$ cat src/sv/mrp_pkg.sv
// shared types and constants for the primality tester
package mrp_pkg;

  typedef enum logic [3:0] {
    S_IDLE,
    S_TRIAL,
    S_DECOMP,
    S_BASE,
    S_POW_ACC,
    S_POW_SQ,
    S_CHECK,
    S_SQR,
    S_DONE
  } state_t;

  localparam int NUM_SMALL = 12;
  localparam int NUM_BASES = 7;
  localparam logic [2:0] LAST_BASE = 3'd7;

  typedef logic [5:0] small_prime_t;
  localparam small_prime_t SMALL_PRIMES [NUM_SMALL] = '{
    6'd2, 6'd3, 6'd5, 6'd7, 6'd11, 6'd13, 6'd17, 6'd19, 6'd23, 6'd29, 6'd31, 6'd37
  };

  typedef struct packed {
    logic done;
    logic divisible;
  } trial_res_t;

  function automatic logic [4:0] base_of(input logic [2:0] idx);
    logic [4:0] b;
    unique case (idx)
      3'd0: b = 5'd2;
      3'd1: b = 5'd3;
      3'd2: b = 5'd5;
      3'd3: b = 5'd7;
      3'd4: b = 5'd11;
      3'd5: b = 5'd13;
      3'd6: b = 5'd17;
      default: b = 5'd0;
    endcase
    return b;
  endfunction

endpackage

$ cat src/sv/mrp_trial.sv
// bit-serial remainders of the candidate by the twelve small primes
module mrp_trial #(
  parameter int W = 64
) (
  input  logic                clk,
  input  logic                rst,
  input  logic                go,
  input  logic [W-1:0]        n,
  output mrp_pkg::trial_res_t res
);
  import mrp_pkg::*;

  localparam int CW = $clog2(W + 1);

  logic [W-1:0]  shreg;
  logic [CW-1:0] cnt;
  logic          run;
  logic          done;
  small_prime_t  rem [NUM_SMALL];
  logic [6:0]    t   [NUM_SMALL];
  logic          div_any;

  always_comb begin
    div_any = 1'b0;
    for (int i = 0; i < NUM_SMALL; i++) begin
      t[i] = {rem[i], shreg[W-1]};
      if (t[i] >= {1'b0, SMALL_PRIMES[i]}) t[i] = t[i] - {1'b0, SMALL_PRIMES[i]};
      if (rem[i] == 6'd0) div_any = 1'b1;
    end
  end

  always_ff @(posedge clk) begin
    if (rst) begin
      run  <= 1'b0;
      done <= 1'b0;
      cnt  <= '0;
    end else begin
      done <= 1'b0;
      if (go) begin
        run <= 1'b1;
        cnt <= CW'(W);
      end else if (run) begin
        cnt <= cnt - 1'b1;
        if (cnt == CW'(1)) begin
          run  <= 1'b0;
          done <= 1'b1;
        end
      end
    end
  end

  always_ff @(posedge clk) begin
    if (go) begin
      shreg <= n;
      for (int i = 0; i < NUM_SMALL; i++) rem[i] <= '0;
    end else if (run) begin
      shreg <= {shreg[W-2:0], 1'b0};
      for (int i = 0; i < NUM_SMALL; i++) rem[i] <= t[i][5:0];
    end
  end

  assign res.done      = done;
  assign res.divisible = div_any;

endmodule

$ cat src/sv/mrp_mulmod.sv
// shift-and-add modular multiplier: for each multiplier bit, MSB first, a doubling step then a conditional add of x
module mrp_mulmod #(
  parameter int W = 64
) (
  input  logic         clk,
  input  logic         rst,
  input  logic         go,
  input  logic [W-1:0] x,
  input  logic [W-1:0] y,
  input  logic [W-1:0] m,
  output logic         done,
  output logic [W-1:0] prod
);
  import mrp_pkg::*;

  localparam int CW = $clog2(W + 1);

  logic [W-1:0]  acc, xr, yr, mr;
  logic [CW-1:0] cnt;
  logic          run, phase;
  logic [W-1:0]  addend, acc_next;

  function automatic logic [W-1:0] add_mod(input logic [W-1:0] a, input logic [W-1:0] b,
                                           input logic [W-1:0] md);
    logic [W-1:0] gap;
    gap = md - b;
    return (a >= gap) ? (a - gap) : (a + b);
  endfunction

  assign addend   = phase ? xr : acc;
  assign acc_next = add_mod(acc, addend, mr);

  always_ff @(posedge clk) begin
    if (rst) begin
      run   <= 1'b0;
      phase <= 1'b0;
      done  <= 1'b0;
      cnt   <= '0;
    end else begin
      done <= 1'b0;
      if (go) begin
        run   <= 1'b1;
        phase <= 1'b0;
        cnt   <= CW'(W);
      end else if (run) begin
        phase <= ~phase;
        if (phase) begin
          cnt <= cnt - 1'b1;
          if (cnt == CW'(1)) begin
            run  <= 1'b0;
            done <= 1'b1;
          end
        end
      end
    end
  end

  always_ff @(posedge clk) begin
    if (go) begin
      acc <= '0;
      xr  <= x;
      yr  <= y;
      mr  <= m;
    end else if (run) begin
      if (!phase) begin
        acc <= acc_next;
      end else begin
        if (yr[W-1]) acc <= acc_next;
        yr <= {yr[W-2:0], 1'b0};
      end
    end
  end

  assign prod = acc;

endmodule

$ cat src/sv/miller_rabin_primality_test_core.sv
// top level of the deterministic miller-rabin primality tester
//
// start is taken while busy is low; done is high for one cycle with the
// verdict on probably_prime and the receiver cannot stall it. A test runs
// bit-serial trial division, then splits n-1 into d*2^s by halving, then
// for each of seven bases runs a chain of modular products in the single
// shift-and-add multiplier, about 2*WORD_BITS products per base; a
// composite that fails early finishes sooner.
module miller_rabin_primality_test_core #(
  parameter int WORD_BITS = 64
) (
  input  logic        clk,
  input  logic        rst,
  input  logic        start,
  input  logic [63:0] candidate,
  output logic        busy,
  output logic        done,
  output logic        probably_prime
);
  import mrp_pkg::*;

  localparam int W = WORD_BITS;

  state_t       state, state_next;
  logic [W-1:0] n, nm1, d, e, b, acc;
  logic [5:0]   s, r;
  logic [2:0]   bidx;
  logic         lt2, match, verdict, mul_run;
  trial_res_t   tres;
  logic         mul_go, mul_done;
  logic [W-1:0] mul_x, mul_y, mul_prod, base_w;
  logic         start_ok, in_lt2, in_match;

  assign start_ok = start && !busy;
  assign base_w   = {{(W-5){1'b0}}, base_of(bidx)};

  always_comb begin
    in_lt2   = (candidate[W-1:0] < W'(2));
    in_match = 1'b0;
    for (int i = 0; i < NUM_SMALL; i++)
      if (candidate[W-1:0] == W'(SMALL_PRIMES[i])) in_match = 1'b1;
  end

  mrp_trial #(.W(W)) u_trial (
    .clk (clk),
    .rst (rst),
    .go  (start_ok),
    .n   (candidate[W-1:0]),
    .res (tres)
  );

  mrp_mulmod #(.W(W)) u_mul (
    .clk  (clk),
    .rst  (rst),
    .go   (mul_go),
    .x    (mul_x),
    .y    (mul_y),
    .m    (n),
    .done (mul_done),
    .prod (mul_prod)
  );

  // next state
  always_comb begin
    state_next = state;
    unique case (state)
      S_IDLE:    if (start) state_next = S_TRIAL;
      S_TRIAL: begin
        if (tres.done) begin
          if (lt2 || match || tres.divisible) state_next = S_DONE;
          else state_next = S_DECOMP;
        end
      end
      S_DECOMP:  if (d[0] || s == 6'd63) state_next = S_BASE;
      S_BASE: begin
        if (bidx == LAST_BASE) state_next = S_DONE;
        else if (base_w < n) state_next = S_POW_ACC;
      end
      S_POW_ACC: if (!e[0] || mul_done) state_next = S_POW_SQ;
      S_POW_SQ: begin
        if (mul_done) state_next = (e[W-1:1] == '0) ? S_CHECK : S_POW_ACC;
      end
      S_CHECK: begin
        if (acc == W'(1) || acc == nm1) state_next = S_BASE;
        else if (s > 6'd1) state_next = S_SQR;
        else state_next = S_DONE;
      end
      S_SQR: begin
        if (mul_done) begin
          if (mul_prod == nm1) state_next = S_BASE;
          else if (r + 6'd1 >= s) state_next = S_DONE;
        end
      end
      S_DONE:    state_next = S_IDLE;
      default:   state_next = S_IDLE;
    endcase
  end

  // outputs and multiplier operands
  always_comb begin
    busy           = (state != S_IDLE);
    done           = (state == S_DONE);
    probably_prime = verdict;
    mul_go         = 1'b0;
    mul_x          = acc;
    mul_y          = acc;
    unique case (state)
      S_POW_ACC: begin
        mul_go = e[0] && !mul_run;
        mul_x  = acc;
        mul_y  = b;
      end
      S_POW_SQ: begin
        mul_go = !mul_run;
        mul_x  = b;
        mul_y  = b;
      end
      S_SQR:     mul_go = !mul_run;
      default:   mul_go = 1'b0;
    endcase
  end

  always_ff @(posedge clk) begin
    if (rst) begin
      state   <= S_IDLE;
      mul_run <= 1'b0;
    end else begin
      state <= state_next;
      if (mul_go) mul_run <= 1'b1;
      else if (mul_done) mul_run <= 1'b0;
    end
  end

  always_ff @(posedge clk) begin
    unique case (state)
      S_IDLE: begin
        if (start) begin
          n     <= candidate[W-1:0];
          nm1   <= candidate[W-1:0] - W'(1);
          d     <= candidate[W-1:0] - W'(1);
          s     <= '0;
          lt2   <= in_lt2;
          match <= in_match;
        end
      end
      S_TRIAL: begin
        bidx    <= '0;
        verdict <= !lt2 && match;
      end
      S_DECOMP: begin
        if (!(d[0] || s == 6'd63)) begin
          d <= {1'b0, d[W-1:1]};
          s <= s + 6'd1;
        end
      end
      S_BASE: begin
        acc <= W'(1);
        b   <= base_w;
        e   <= d;
        if (bidx == LAST_BASE) verdict <= 1'b1;
        else if (base_w >= n) bidx <= bidx + 3'd1;
      end
      S_POW_ACC: if (mul_done) acc <= mul_prod;
      S_POW_SQ: begin
        if (mul_done) begin
          b <= mul_prod;
          e <= {1'b0, e[W-1:1]};
        end
      end
      S_CHECK: begin
        r <= 6'd1;
        if (acc == W'(1) || acc == nm1) bidx <= bidx + 3'd1;
        else if (s <= 6'd1) verdict <= 1'b0;
      end
      S_SQR: begin
        if (mul_done) begin
          acc <= mul_prod;
          r   <= r + 6'd1;
          if (mul_prod == nm1) bidx <= bidx + 3'd1;
          else if (r + 6'd1 >= s) verdict <= 1'b0;
        end
      end
      default:   verdict <= verdict;
    endcase
  end

  assert property (@(posedge clk) disable iff (rst) done |=> !done)
    else $error("done held for more than one cycle");

  assert property (@(posedge clk) disable iff (rst) start_ok |=> busy)
    else $error("transfer accepted but block not busy");

  assert property (@(posedge clk) disable iff (rst)
    mul_run |-> (state == S_POW_ACC || state == S_POW_SQ || state == S_SQR))
    else $error("multiplier running outside a product state");

  assert property (@(posedge clk) disable iff (rst) mul_done |-> mul_run)
    else $error("multiplier finished without a request");

endmodule

$ cat config.mk
export PLATFORM = sky130hd
export DESIGN_NAME = miller_rabin_primality_test_core
export DESIGN_NICKNAME = d
export VERILOG_FILES = /design/src/sv/mrp_pkg.sv /design/src/sv/mrp_trial.sv /design/src/sv/mrp_mulmod.sv /design/src/sv/miller_rabin_primality_test_core.sv
export SDC_FILE = /design/constraint.sdc
export NUM_CORES = 2
export LEC_CHECK = 0
export ABC_CLOCK_PERIOD_IN_PS = 10110
export BUFFER_PORTS_ARGS = -buffer_cell sky130_fd_sc_hd__buf_2
export CAP_MARGIN = 25
export CORE_UTILIZATION = 45
export CTS_CLUSTER_DIAMETER = 40
export DETAILED_ROUTE_END_ITERATION = 10
export PLACE_DENSITY = 0.67
export RECOVER_POWER = 100
export SETUP_SLACK_MARGIN = 0.4
export SYNTH_ARGS = -nofsm -noshare
export SYNTH_HDL_FRONTEND = slang
export SYNTH_HIERARCHICAL = 1
export SYNTH_SLANG_ARGS = --single-unit
$ cat constraint.sdc
create_clock -name clk -period 10.11 [get_ports clk]
set_input_delay 1.011 -clock clk [delete_from_list [all_inputs] [get_ports clk]]
set_output_delay 1.011 -clock clk [all_outputs]
set_load 0.005 [all_outputs]
# Word-level counts from Yosys, hierarchy flattened
# Memory sizes are Yosys's and may differ from the RTL's.
# Index checks and enable logic that the tools add are counted.
word_totals:
  ramBits: 72
  mem_count: 1
  out_inout_bits: 3
  input_bits: 67
  regBits: 746
op_classes:
  reduce_logical: 56
  bitwise: 15
  mux: 112
  n_lt_le_gt_ge: 19
  eq_ne: 53
  addsub: 21
mem_list:
  columns: ["memory", "depth", "word_bits", "read_ports", "rd_clocked_by_memory_dff", "write_ports", "line", "source"]
  rows:
  - ["u_trial.rem", 12, 6, 12, 0, 12, "mrp_trial.sv:19", "small_prime_t rem [NUM_SMALL];"]
op_table:
  columns: ["op", "n"]
  rows:
  - ["$mux W64", 15]
  - ["$pmux W64 S2", 4]
  - ["$eq A64 B5 Y1 const B", 5]
  - ["$mux W6", 27]
  - ["$eq A64 B2 Y1 const B", 2]
  - ["$eq A64 B3 Y1 const B", 2]
  - ["$eq A64 B4 Y1 const B", 2]
  - ["$eq A64 B64 Y1", 2]
  - ["$sub A64 B64 Y64", 2]
  - ["$logic_not A6 Y1", 12]
  - ["$add A64 B64 Y64", 1]
  - ["$eq A64 B1 Y1 const B", 1]
  - ["$eq A64 B6 Y1 const B", 1]
  - ["$ge A5 B64 Y1", 1]
  - ["$ge A64 B64 Y1", 1]
  - ["$lt A5 B64 Y1", 1]
  - ["$lt A64 B2 Y1 const B", 1]
  - ["$sub A64 B1 Y64 const B", 1]
  - ["$logic_not A63 Y1", 1]
  - ["$mux W4", 13]
  - ["$ge A7 B5 Y1 const B", 5]
  - ["$mux W1", 35]
  - ["$mux W7", 5]
  - ["$pmux W5 S7", 1]
  - ["52 further kinds", 135]

# Logic depth before layout (Yosys ltp)
# An unclocked memory read counts as a cell.
logic_depth:
  word_depth: 18
  mapped_depth: 35
  ltp_nobuf: 30

# Cells and area by module
# The synthesis kept the hierarchy.
modules_own_cells:
  columns: ["mod", "n_inst", "cells_each", "area_per_inst_um2"]
  rows:
  - ["mrp_mulmod", 1, 2408, 21607.0]
  - ["miller_rabin_primality_test_core", 1, 1704, 20289.5]
  - ["mrp_trial", 1, 593, 7394.6]

# Least setup slack after synthesis
# Ideal clock, no wire load.
synth_path:
  path_type: "register -> register"
  startpoint: "register state[3]"
  endpoint: "register b[0], enable pin"
  slack_ns: -0.783
  n_path_buf: 2
  arrival_time_ns: 10.100
  period_less_slack_ns: 10.893
  required_time_ns: 9.318
  stages_incl_launch_ff: 7
  path_cell_list: "dfxtp_1 > clkbuf_1 > nand2b_1 > nor2_1 > nand2_1 > clkbuf_1 > o21ai_0"
synth_between:
  elab_chain_len: 3
synth_lines:
  columns: ["element", "line", "source"]
  rows:
  - ["from (decl)", "miller_rabin_primality_test_core.sv:24", "state_t state, state_next;"]
  - ["from (signal assigned)", "miller_rabin_primality_test_core.sv:128", "state <= state_next;"]
  - ["$eq A4 B3 Y1 or $eq A4 B2 Y1 (tied branches)", "miller_rabin_primality_test_core.sv:135", "unique case (state)"]
  - ["$ne A2 B1 Y1 (no source line) or $reduce_bool A2 Y1 (tied branches)", null, null]
  - ["$reduce_and A2 Y1 (no source line) (*)", null, null]
  - ["to (signal assigned)", "miller_rabin_primality_test_core.sv:158", "b <= base_w;"]
  - ["to (signal assigned)", "miller_rabin_primality_test_core.sv:166", "b <= mul_prod;"]
  - ["to (decl)", "miller_rabin_primality_test_core.sv:25", "logic [W-1:0] n, nm1, d, e, b, acc;"]
# Every way passes the cells marked *; elsewhere a longest branch is shown, timed or not.
# A chain may end at the register's enable or synchronous reset.

# Final worst setup path
layout_path:
  startpoint: "register state[2]"
  endpoint: "register u_mul.yr[6], enable pin"
layout_between:
  elab_chain_len: 5
layout_lines:
  columns: ["element", "line", "source"]
  rows:
  - ["$eq A4 B3 Y1", "miller_rabin_primality_test_core.sv:107", "unique case (state)"]
  - ["$reduce_or A2 Y1 (no source line)", null, null]
  - ["$pmux W1 S2 (*)", "miller_rabin_primality_test_core.sv:107", null]
  - ["via mul_go", "miller_rabin_primality_test_core.sv:30", "logic mul_go, mul_done;"]
  - ["$reduce_bool A2 Y1 (no source line)", null, null]
  - ["$reduce_and A2 Y1 (no source line) (*)", null, null]
  - ["to (signal assigned)", "mrp_mulmod.sv:62", "yr <= y;"]
  - ["to (signal assigned)", "mrp_mulmod.sv:69", "yr <= {yr[W-2:0], 1'b0};"]
  - ["to (decl)", "mrp_mulmod.sv:18", "logic [W-1:0] acc, xr, yr, mr;"]
# The timed path passes the listed nets; every way through them passes the cells marked *.

==> qor.csv <==
stage,metric,value,unit
synth,"flops & latches, synth",818,
synth,"Distinct cells, synth",106,
synth,Compound-Gate Fraction of Synth Area,12.4,%
routing,routed wire length,144000,um
power_and_ir_drop,Lkg Pwr,0.0195,uW
setup_path,critical-path cell list,"nor2b_1, o21ai_0, nor2_1, clkbuf_1, inv_1, clkbuf_1, nand2_2, buf_4",
clock_tree,Clock Tree Buf Depth,3,
cells_and_area,Area Overhead vs Synth,10.0,%
floorplan,chip width,333,um
power_and_ir_drop,Switching Fraction,43.2,%
synth,Synth Area in XOR/XNOR,7.55,%
clock_tree,"CTS clk-pin slew, worst paths",0.06,ns
synth,prevailing post-synth register cell,edfxtp_1,
sta,Max Clk Rate,118,MHz
routing,WL per Instance,23.1,um
synth,yosys synthesis warning count,6,
status,outcome,finished with violations,
setup_path,CP max stage delay,3.06,ns
power_and_ir_drop,Flop pwr share,29.5,%
clock_tree,CTS tree,built,
routing,iteration count of the initial detailed-routing pass,6,
global_routing,gr usage total,25.3,%
routing,DRC viols,0,
synth,simple-gate share of the synthesized area,15.5,%
floorplan,I/O pin total,70,
clock_tree,Post-CTS Hold Fix Bufs,0,
sta,Fin Clk Skew,0.0256,ns
global_routing,first-pass GRT wire length,214000,um
power_and_ir_drop,power per cell area,308,nW/um2
synth,Post-synth EDFFs,730,
sta,final hold violations,0,
floorplan,die height,333,um
setup_path,critical path type,flip-flop to flip-flop,
clock_tree,CTS Sinks,818,
cells_and_area,Nets,5033,
power_and_ir_drop,Final Power,16700,uW
synth,Syn Nets,5012,
place,PortBufs,69,
setup_path,CP Buf/Inv Count,4,
setup_path,cell family with most CP delay,buffers and inverters,
routing,vias,36700,
floorplan,area of the core,109000,um2
synth,main combinational cell family by area after synthesis,simple AND/OR/NAND/NOR gates,
setup_path,"most used cell, CP",clkbuf_1,
sta,RSZ-0062 raised after global routing,false,
floorplan,die footprint,111000,um2
cells_and_area,max reg flops,72,
synth,post-synthesis sequential area ratio,48.0,%
synth,Mapped Cells,4705,
global_routing,"Remaining Overflow, GRT",0,
setup_path,Crit path required time,10.41,ns
place,gpl congestion,1.00,
sta,relative slew slack,-177,%
clock_tree,root buffer cell,clkbuf_16,
routing,post-DR vias/cell,5.88,
synth,mux cell area share after synthesis,7.40,%
power_and_ir_drop,Comb power frac,48.4,%
routing,drt initial violations,3797,
global_routing,largest net degree at the start of global routing,79,
synth,synthesized area,49300,um2
synth,syn_area_per_cell,10.5,um2
setup_path,"Arr. time, crit path",8.77,ns
routing,post-route ant nets,0,
clock_tree,Clock Latency Late Sink,0.68,ns
global_routing,initial antenna violation count,2,
setup_path,CP Launch Type,flip-flop,
clock_tree,post-CTS sizing,0,
sta,Worst Max-Slew Pin Slew,4.15,ns
power_and_ir_drop,Net Sw Power,7220,uW
job,total of max-cap violations,25,
sta,setup violators final,0,
synth,Async SR Flop Fraction,0,%
clock_tree,H-tree levels,3,
clock_tree,Post-CTS Repair Setup Buffers,0,
power_and_ir_drop,VDD IR max,201,uV
global_routing,number of global-route vias before repair,34800,
sta,post-route clock period utilization,83.7,%
power_and_ir_drop,Clock power frac,22.2,%
sta,setup TNS,0,ns
place,Detail Placement HPWL,109000,um
cells_and_area,Fillers,9790,
sta,minimum clock period,8.46,ns
status,failing checks,"capacitance limit, slew limit",
clock_tree,CTS Buf Count,104,
cells_and_area,share of layout cells above drive strength 1,10.8,%
synth,Adder-Cell Fraction of Synth Area,6.14,%
setup_path,Max Fanout on Critical Path,73,
floorplan,Starting Density,45.3,%
setup_path,slowest stage cell on the critical path,clkbuf_1,
floorplan,# rows,121,
setup_path,R2R Setup Slk,1.65,ns
sta,Slew Limit Fails,1342,
setup_path,Setup crit end kind,flip-flop,
min_path,HP Class,flip-flop to flip-flop,
power_and_ir_drop,Int Pwr,9470,uW
cells_and_area,"Most flops, register",u_trial/rem,
==> power groups by stage <==
stage	registers, uW	clock network (uW)	logic, uW
global route	4980	3880	8810
CTS	4880	3750	7970
detailed placement	4950	0	7910
floorplan	4700	0	5900
global placement	4930	0	7900
finish	4920	3700	8070
==> cell usage after synthesis, types with 15 or more instances <==
library cell  number  area [um2]
edfxtp_1         730       21900
nand2_1          620        2330
a21oi_1          307        1540
nor2_1           306        1150
mux2_2           258        2910
xnor2_1          240        2100
ha_1             237        2970
xor2_1           185        1620
o21ai_0          174         871
clkbuf_1         161         604
inv_1            152         571
and2_1           141         882
a21o_1            99         743
nor4_1            99         619
dfxtp_1           88        1760
nand4_1           85         532
nor3_1            83         415
mux2i_1           74         741
a211oi_1          65         488
nand3_1           65         325
o21bai_1          40         300
a31oi_1           32         200
nor2b_1           30         188
or3_1             30         188
and3_1            28         175
nand2b_1          28         175
o21a_1            26         195
buf_2             25         125
o211ai_1          19         143
or4_1             15         113
==> area by class of cell <==
type / instances / area [um2] / share of cell area, %
well taps: 1414 / 1770 / 3.26
flip-flops and latches: 818 / 23700 / 43.7
inverters: 153 / 574 / 1.06
clock inverters: 75 / 796 / 1.47
clock buffers: 119 / 2690 / 4.96
diodes: 2 / 5.00 / 0.00923
multi-input cells: 3526 / 24100 / 44.5
repair buffers: 123 / 587 / 1.08
==> routing by layer <==
layer  part of all wire (%)  up-vias  global-route usage [%]
li1                       -    17300                       -
met4                    3.7        0                    9.41
met1                     45    17800                    36.5
met5                      0        -                       0
met2                     45     1349                    39.2
met3                    6.4      196                    2.44
==> worst paths after layout <==
check	startpoint	end	cells past startpoint
worst max-delay path	state[2]$_SDFFE_PP0P_	u_mul/yr[6]$_DFFE_PP_	8
worst min-delay path	n[17]$_DFFE_PP_	u_mul/mr[17]$_DFFE_PP_	0
worst max register to register	state[2]$_SDFFE_PP0P_	u_mul/yr[6]$_DFFE_PP_	8
worst min register to register	n[17]$_DFFE_PP_	u_mul/mr[17]$_DFFE_PP_	0
==> placed cells by master, fill, tap and decap left out, types with 65 or more instances in the layout <==
master and instances:
a21oi_1 307, inv_1 152, xnor2_1 240, edfxtp_1 730, clkbuf_1 102, dfxtp_1 87
mux2_2 248, nor2_1 305, nor3_1 85, nor4_1 100, nand3_1 65, o21ai_0 175
nand4_1 85, xor2_1 185, a21o_1 99, and2_0 82, nand2_1 618, mux2i_1 74
clkbuf_16 105, a211oi_1 66, ha_1 237
==> through the flow <==
step           area (um2)  setup slack [ns]  cells  hold slack [ns]  util [%]
5_1_grt             54200              1.02   6228            0.457      49.9
4_1_cts             54500              2.07   6227            0.452      50.2
6_report            54200              1.65   6230            0.455      49.9
3_5_place_dp        51000              2.07   6033            0.437      47.0
3_3_place_gp        51000              2.28   6033            0.437      47.0
2_1_floorplan       49300              1.41   4705            0.426         -
==> cell families (layout without fill, tap and decap cells) <==
group,count (synthesis),count (layout)
AO/OA/AOI/OAI,934,934
XOR/XNOR,425,425
adder cells (fa/ha/maj),240,240
buffers and inverters,361,470
flip-flops,818,818
multiplexers,332,332
other,0,2
AND/OR/NAND/NOR,1595,1595
==> worst register-to-register path: stages (launching register included) <==
cell and delay [ns]:
dfxtp_1 0.55, nor2b_1 0.21, o21ai_0 0.13, nor2_1 2.10, clkbuf_1 3.10, inv_1 0.11
clkbuf_1 0.84, nand2_2 0.23, buf_4 0.74
No activity file was read; power rests on OpenSTA's default activity.
